--- src/design/tts_pkg.sv ---
// Shared types and constants for the timer table scheduler.
// Used by tts_front, tts_back and timer_table_scheduler_top; no dependencies.
package tts_pkg;

	localparam int SLOTS = 16;
	localparam int IDX_W = (SLOTS > 1) ? $clog2(SLOTS) : 1;
	localparam int CNT_W = $clog2(SLOTS + 1);
	localparam int QDEPTH = 2;
	localparam int QPTR_W = 1;
	localparam int QCNT_W = 2;

	typedef enum logic [1:0] {
		OP_ADD    = 2'd0,
		OP_REMOVE = 2'd1,
		OP_CLEAR  = 2'd2,
		OP_SCAN   = 2'd3
	} op_t;

	typedef enum logic [1:0] {
		RP_FIRE = 2'd0,
		RP_ADD  = 2'd1,
		RP_ACK  = 2'd2,
		RP_DONE = 2'd3
	} reply_t;

	typedef struct packed {
		op_t         op;
		logic [15:0] id;
		logic [31:0] period;
		logic        rep;
		logic [47:0] now;
	} cmd_t;

	typedef struct packed {
		logic valid;
		cmd_t cmd;
	} head_t;

	typedef struct packed {
		logic [15:0] id;
		logic [31:0] period;
		logic        rep;
		logic [47:0] start;
	} entry_t;

endpackage

--- src/design/tts_front.sv ---
// Front end: accepts commands, decodes the kind and queues them for the back end.
// Depends on tts_pkg.
module tts_front (
	input  logic                clk,
	input  logic                arst_n,
	input  logic                start,
	input  logic [1:0]          kind,
	input  logic [15:0]         timer_id,
	input  logic [31:0]         task_interval,
	input  logic                repeat_req,
	input  logic [47:0]         now_time,
	output logic                busy,
	output tts_pkg::head_t      head,
	input  logic                pop
);

	tts_pkg::cmd_t             mem_q [tts_pkg::QDEPTH];
	logic [tts_pkg::QPTR_W-1:0] wr_q, rd_q;
	logic [tts_pkg::QCNT_W-1:0] cnt_q;
	logic                       push;
	tts_pkg::cmd_t             cmd_in;

	assign busy = (cnt_q == tts_pkg::QCNT_W'(tts_pkg::QDEPTH));
	assign push = start && !busy;

	always_comb begin
		cmd_in.op     = tts_pkg::op_t'(kind);
		cmd_in.id     = timer_id;
		cmd_in.period = task_interval;
		cmd_in.rep    = repeat_req;
		cmd_in.now    = now_time;
	end

	assign head.valid = (cnt_q != '0);
	assign head.cmd   = mem_q[rd_q];

	always_ff @(posedge clk) begin
		if (push) begin
			mem_q[wr_q] <= cmd_in;
		end
	end

	always_ff @(posedge clk or negedge arst_n) begin
		if (!arst_n) begin
			wr_q  <= '0;
			rd_q  <= '0;
			cnt_q <= '0;
		end else begin
			if (push) begin
				wr_q <= wr_q + 1'b1;
			end
			if (pop) begin
				rd_q <= rd_q + 1'b1;
			end
			cnt_q <= cnt_q + QCNT_inc(push) - QCNT_inc(pop);
		end
	end

	function automatic logic [tts_pkg::QCNT_W-1:0] QCNT_inc(input logic b);
		QCNT_inc = {{(tts_pkg::QCNT_W-1){1'b0}}, b};
	endfunction

	assert property (@(posedge clk) disable iff (!arst_n)
		pop |-> cnt_q != '0)
		else $error("queue popped while empty");

endmodule

--- config.mk ---
export PLATFORM = sky130hd
export DESIGN_NAME = tts_front
export DESIGN_NICKNAME = d
export VERILOG_FILES = /design/src/design/tts_pkg.sv /design/src/design/tts_front.sv
export SDC_FILE = /design/constraint.sdc
export NUM_CORES = 1
export LEC_CHECK = 0
export BUFFER_PORTS_ARGS = -buffer_cell sky130_fd_sc_hd__buf_4
export CELL_PAD_IN_SITES_DETAIL_PLACEMENT = 1
export CELL_PAD_IN_SITES_GLOBAL_PLACEMENT = 2
export CORE_ASPECT_RATIO = 1.2
export CORE_MARGIN = 4
export CORE_UTILIZATION = 35
export DETAILED_ROUTE_END_ITERATION = 8
export GPL_ROUTABILITY_DRIVEN = 0
export HOLD_SLACK_MARGIN = 0.15
export PLACE_DENSITY_LB_ADDON = 0.2
export REMOVE_ABC_BUFFERS = 1
export SLEW_MARGIN = 10
export SYNTH_ARGS = -nofsm -noshare
export SYNTH_HDL_FRONTEND = slang
export SYNTH_SLANG_ARGS = --single-unit
--- constraint.sdc ---
create_clock -name clk -period 5.1 [get_ports clk]
set_input_delay 0.51 -clock clk [delete_from_list [all_inputs] [get_ports clk]]
set_output_delay 0.51 -clock clk [all_outputs]
set_load 0.01 [all_outputs]
==> flow_summary_export.csv, run 1 <==
group,metric,value,unit
worst_setup_path,critPathMaxFanout,51,
clock_tree,clkTransAtPathRegs,0.06,ns
clock_tree,cts_setup_buffers,0,
sta,hold_violations,0,
finish,fillers,2057,
synthesis,syn-cell-area,7840,µm²
placement,dp_hpwl,10700,µm
worst_setup_path,critPathMaxStageDelay,1.07,ns
sta,finalSetupViolCount,0,
clock_tree,clockRootBuffer,"clkbuf_16",
detailed_routing,via_count,3727,
clock_tree,cts_tree,"built",
clock_tree,cts_buffer_depth,3,
synthesis,synth_cell_types,14,
clock_tree,clock_latency,0.49,ns
grt,gr-total-overflow,0,
finish,mostFrequentLayoutCells,"205 x buf_4, 198 x edfxtp_1, 99 x mux2_4",
floorplan,die_w,145,µm
synthesis,yosysWarningCount,0,
detailed_routing,first_pass_iters,4,
grt,grt_usage,12.4,%
grt,grt_start_max_net_pins,66,
sta,grt_setup_unrepaired,"no",
synthesis,netlist_instances,325,
sta,fmax,326,MHz
worst_setup_path,critPathTopFamily,"flip-flops",
finish,final_common_cell,"buf_4",
clock_tree,post_cts_resized,0,
sta,finalClockSkew,0.0109,ns
placement,pre_cts_ws,2.48,ns
finish,final_layout_size_suffix_gt1_share,60.9,%
sta,period_share,60.1,%
worst_setup_path,critPathBufInv,2,
power_and_ir_drop,leakagePower,4.06,nW
status,status,"finished clean",
detailed_routing,finalWirelength,15900,µm
min_path,hold_path.class,"in -> reg",
placement,placed_area,9560,µm²
worst_setup_path,critPathSlowestCell,"dfrtp_4",
clock_tree,cts_made_buffers,21,
power_and_ir_drop,power_density,569,nW/µm²
grt,use_met1,14.2,%
finish,multi_input_area,1590,µm²
sta,slew_viol_final,0,
worst_setup_path,path_cells,"buf_12, mux2_4, buf_4",
floorplan,io_pins,204,
detailed_routing,drtIter0Drc,136,
detailed_routing,drc,0,
finish,final_nets,650,
finish,seqCellArea,6050,µm²
detailed_routing,vias_per_cell,4.47,
floorplan,fp.dieH,172,µm
placement,port_buffers,203,
sta,relSlewSlack,34.5,%
finish,num_antenna_cells,0,
floorplan,core,21900,µm²
synthesis,synth_seq_area_share,77.1,%
power_and_ir_drop,ir_drop,0.397,mV
flow_run,cap_violations,0,
worst_setup_path,crit_type,"reg -> out",
floorplan,die_area,24900,µm²
worst_setup_path,cp-start-kind,"flip-flop",
detailed_routing,final_antenna_net_count,0,
clock_tree,ctsHoldBuffers,1,
grt,use_met2,22.3,%
detailed_routing,wl_per_cell,19.0,µm
grt,grt_pass1_vias,4202,
grt,busiest_layer,"met2",
clock_tree,clock_sinks,202,
sta,setup_slack,2.04,ns
grt,use_met3,3.73,%
clock_tree,h-tree-depth,1,
synthesis,avgSynthCellArea,24.1,µm²
synthesis,ys_ff_latch,202,
grt,grt_pass1_wl,23600,µm
floorplan,start_util,35.9,%
worst_setup_path,cp.arrival,2.55,ns
finish,final_area,10200,µm²
sta,period_needed,3.06,ns
worst_setup_path,cp.required,4.59,ns
grt,grt_antenna_before_repair,0,
sta,worst_slew_pin_slew,0.983,ns
finish,syn_to_final_growth,29.9,%
floorplan,row_count,59,
worst_setup_path,end_kind,"output port",
[sequential cells by signal, summed over array words and instances (netlist names)]
register / flops
cnt_q: 2
wr_q: 1
mem_q: 198
rd_q: 1
[Yosys cell counts]
library cell | n | area, µm²
ha_1 | 2 | 25.0
edfxtp_1 | 198 | 5950
buf_6 | 1 | 11.3
xnor2_1 | 3 | 26.3
dfrtp_1 | 4 | 100
nor2_1 | 1 | 3.75
inv_1 | 2 | 7.51
mux2_4 | 99 | 1490
buf_12 | 10 | 200
nand2b_1 | 1 | 6.26
or2_2 | 1 | 6.26
nand2_1 | 1 | 3.75
xor2_1 | 1 | 8.76
and3_1 | 1 | 6.26
[final timing paths]
| check | startpoint | slack (ns) | depth (start not counted) | endpoint |
|---|---|---|---|---|
| hold / removal | now_time[9] | 0.20 | 1 | mem_q[1][9]$_DFFE_PP_ |
| setup reg to reg | cnt_q[0]$_DFF_PN0_ | 2.72 | 3 | mem_q[1][39]$_DFFE_PP_ |
| setup / recovery | rd_q$_DFFE_PN0P_ | 2.04 | 3 | head[14] |
| min in group asynchronous | arst_n | 0.36 | 2 | cnt_q[0]$_DFF_PN0_ |
| hold reg to reg | cnt_q[1]$_DFF_PN0_ | 0.52 | 1 | cnt_q[1]$_DFF_PN0_ |
| max in group asynchronous | arst_n | 4.62 | 2 | rd_q$_DFFE_PN0P_ |
[area by class of cell]
| class | count | share of cell area, % |
|---|---|---|
| clock inverter | 14 | 0.700 |
| tap | 274 | 3.37 |
| clock buffer | 24 | 5.27 |
| sequential | 202 | 59.4 |
| multi-input combinational | 110 | 15.6 |
| inverter | 2 | 0.0737 |
| timing repair buffer | 208 | 15.6 |
[layer usage]
layer  wire [µm]  share of wire [%]
met1        5770                 36
met2        8500                 54
met3        1230                7.8
met4         351                2.2
met5           0                  0
[report_power, final]
part / leakage (nW) / internal (W) / switching, W / total, W
Combinational: 1.87 / 0.00113 / 0.000844 / 0.00197
Clock: 0.305 / 0.000757 / 0.000593 / 0.00135
Sequential: 1.88 / 0.00227 / 0.000206 / 0.00248
Total: 4.06 / 0.00415 / 0.00164 / 0.00580
[kinds of logic (layout without fill, tap and decap cells)]
kind of cell | after synthesis | after routing | share of synthesized area [%]
XOR/XNOR | 4 | 4 | 0.447
buffers and inverters | 13 | 248 | 2.79
adder cells (fa/ha/maj) | 2 | 2 | 0.319
AND/OR/NAND/NOR | 5 | 5 | 0.335
multiplexers | 99 | 99 | 19.0
flip-flops | 202 | 202 | 77.1
[metrics by stage]
step	utilization, %	total power (W)	cells	hold slack (ns)	setup TNS, ns
4_1_cts	46.6	0.00593	834	0.178	0
6_report	46.6	0.00580	834	0.205	0
2_1_floorplan	-	0.00382	314	0.214	-18.02
5_1_grt	46.6	0.00612	834	0.179	0
3_3_place_gp	43.8	0.00450	795	0.311	0
3_5_place_dp	43.8	0.00455	795	0.313	0
Note: power is estimated with default switching activity, not from simulation.
==> run 2: changes to the inputs <==
--- a/config.mk
+++ b/config.mk
@@ -5,6 +5,7 @@
 export SDC_FILE = /design/constraint.sdc
 export NUM_CORES = 1
 export LEC_CHECK = 0
+export ABC_AREA = 1
 export BUFFER_PORTS_ARGS = -buffer_cell sky130_fd_sc_hd__buf_4
 export CELL_PAD_IN_SITES_DETAIL_PLACEMENT = 1
 export CELL_PAD_IN_SITES_GLOBAL_PLACEMENT = 2
==> constraint.sdc (replaced) <==
create_clock -name clk -period 3 [get_ports clk]
set_input_delay 0.3 -clock clk [delete_from_list [all_inputs] [get_ports clk]]
set_output_delay 0.3 -clock clk [all_outputs]
set_load 0.01 [all_outputs]
==> flow_summary_export.csv, run 2 <==
group,metric,value,unit
synthesis,yosysTopAreaCellShare,76.7,%
synthesis,ys_ff_latch,202,
power_and_ir_drop,ir_drop,0.579,mV
clock_tree,clock_sinks,202,
detailed_routing,drc,0,
grt,gr-total-overflow,0,
synthesis,synth.most_common_cell,"edfxtp_1",
min_path,min_to,"wr_q$_DFFE_PN0P_",
synthesis,yosysWarningCount,0,
worst_setup_path,path_cells,"buf_12, nand2_1, o21ai_0, buf_4",
sta,worst_slew_pin_slew,0.723,ns
min_path,hp-start,"start",
synthesis,synth_edf_count,198,
synthesis,synth_area_leader_cell,"edfxtp_1",
detailed_routing,first_pass_iters,4,
finish,top_regs,"mem_q: 198 flops, cnt_q: 2 flops",
clock_tree,clkTransAtPathRegs,0.06,ns
floorplan,fp.dieH,171,µm
floorplan,row_count,59,
clock_tree,ctsHoldBuffers,102,
sta,slew_viol_final,0,
placement,dp_hpwl,12000,µm
grt,grt_usage,14.5,%
floorplan,io_pins,204,
sta,fmax,416,MHz
detailed_routing,via_count,5053,
clock_tree,clock_latency,0.48,ns
flow_run,cap_violations,0,
finish,seqCellArea,6050,µm²
worst_setup_path,rrSetupSlack,1.12,ns
sta,period_share,80.1,%
min_path,hold_depth,3,
detailed_routing,vias_per_cell,4.41,
finish,multi_input_area,1030,µm²
synthesis,synth_common_cells,"198 x edfxtp_1, 109 x nand2_1, 107 x inv_1",
detailed_routing,wl_per_cell,15.9,µm
finish,syn_to_final_growth,44.3,%
worst_setup_path,cp-start-kind,"flip-flop",
floorplan,start_util,35.6,%
power_and_ir_drop,p_total,0.0101,W
synthesis,synth_area_leaders,"edfxtp_1 77%, nand2_1 5.3%, inv_1 5.2%",
grt,grt_antenna_before_repair,1,
worst_setup_path,end_kind,"output port",
finish,largest_reg_flops,198,
finish,mostFrequentLayoutCells,"206 x buf_4, 198 x edfxtp_1, 109 x nand2_1",
sta,hold_violations,0,
worst_setup_path,critPathBufInv,2,
worst_setup_path,cp.arrival,2.10,ns
synthesis,netlist_instances,545,
worst_setup_path,r2r_start,"cnt_q[1]$_DFF_PN0_",
worst_setup_path,r2r_end,"mem_q[0][69]$_DFFE_PP_",
worst_setup_path,critPathMaxStageDelay,0.88,ns
finish,fin_cells,1146,
clock_tree,cts_tree,"built",
sta,finalSetupViolCount,0,
grt,grt_pass1_vias,5450,
detailed_routing,finalWirelength,18200,µm
min_path,hold_path.class,"in -> reg",
clock_tree,cts_setup_buffers,0,
worst_setup_path,cp.required,2.70,ns
worst_setup_path,critPathMaxFanout,68,
placement,dp.cells,1007,
sta,relSlewSlack,51.8,%
grt,grt_pass1_wl,28000,µm
clock_tree,clockRootBuffer,"clkbuf_16",
worst_setup_path,critPathTopFamily,"flip-flops",
floorplan,die_w,144,µm
grt,grt_start_max_net_pins,100,
finish,final_nets,963,
synthesis,synth_cell_types,17,
detailed_routing,final_antenna_net_count,0,
synthesis,ys.flop_type,"edfxtp_1",
floorplan,die_area,24600,µm²
sta,grt_setup_unrepaired,"no",
sta,finalClockSkew,0.00569,ns
synthesis,synth_seq_area_share,77.9,%
worst_setup_path,rr_worst_depth,4,
placement,port_buffers,203,
synthesis,ys_async_sr_fraction,1.98,%
finish,final_layout_size_suffix_gt1_share,30.7,%
detailed_routing,drtIter0Drc,204,
finish,fillers,2247,
clock_tree,post_cts_resized,0,
finish,num_antenna_cells,0,
worst_setup_path,crit_type,"reg -> out",
clock_tree,h-tree-depth,1,
clock_tree,cts_buffer_depth,3,
power_and_ir_drop,leakagePower,4.71,nW
floorplan,core,21800,µm²
finish,regMostFlops,"mem_q",
status,status,"finished clean",
sta,period_needed,2.40,ns
synthesis,avgSynthCellArea,14.2,µm²
finish,final_common_cell,"buf_4",
power_and_ir_drop,power_density,905,nW/µm²
worst_setup_path,critPathLaunch,"rd_q$_DFFE_PN0P_",
clock_tree,cts_made_buffers,21,
worst_setup_path,critPathSlowestCell,"dfrtp_4",
synthesis,syn-cell-area,7760,µm²
==> run 2: changes by cell type after synthesis, moves of 2 or more <==
cell      change
xnor2_1       -3
o21ai_0      +63
o21ai_2      +19
nand2_1     +108
o21ai_1      +17
nand3_1       +2
clkbuf_1      +7
mux2_4       -99
inv_1       +105
==> run 2: worst register-to-register path: stages (launching register included) <==
cell     delay (ns)
dfrtp_1        0.41
nand2_1        0.12
nand3_1        0.14
inv_4          0.43
buf_4          0.44
==> run 2: kinds of logic (layout without fill, tap and decap cells) <==
kind of cell    after synthesis  in the layout  share of synthesized area (%)
fa+ha+maj                     2              2                          0.323
compound gates               99             99                           7.31
flops                       202            202                           77.9
xor+xnor                      1              1                          0.113
simple gates                112            112                           5.45
buf+inv                     129            456                           8.86
==> run 2: cell type report <==
class	instances	area share, %
clock buffer	22	4.73
clock inverter	15	1.67
inverter	107	3.61
multi-input combinational	214	9.21
sequential	202	54.1
tap	274	3.06
timing repair buffer	312	23.7
==> run 2: through the flow <==
stage | hold slack (ns) | setup slack (ns) | cell area [µm²] | setup TNS, ns | utilization [%]
after floorplan | 0.00441 | -2.24 | 7470 | -338.76 | -
after global placement | 0.103 | 1.09 | 9450 | 0 | 43.4
after detailed placement | 0.102 | 1.04 | 9450 | 0 | 43.4
after CTS | 0.154 | 0.515 | 11200 | 0 | 51.4
after global routing | 0.179 | 0.393 | 11200 | 0 | 51.4
final | 0.170 | 0.597 | 11200 | 0 | 51.4
==> run 2: metal layers <==
metal,share of wire (%),up-vias,global-route usage (%)
li1,-,2460,-
met1,37,2436,16.4
met2,56,127,27.6
met3,5.5,28,3.05
met4,1.8,2,3.64
met5,0.077,-,0
==> run 2: power by group <==
part | leakage (nW) | internal, W | switching, W
clock | 0.360 | 0.00163 | 0.00102
sequential | 1.89 | 0.00385 | 0.000283
combinational | 2.46 | 0.00147 | 0.00188
==> run 2: worst max-delay path by stage <==
| stage | end | slack (ns) | depth (start not counted) |
|---|---|---|---|
| finish | head[29] | 0.60 | 4 |
| global route | head[21] | 0.39 | 4 |
| CTS | head[5] | 0.52 | 4 |
| detailed placement | head[5] | 1.04 | 4 |
| global placement | head[15] | 1.09 | 4 |
| floorplan | mem_q[1][0]$_DFFE_PP_ | -2.24 | 3 |
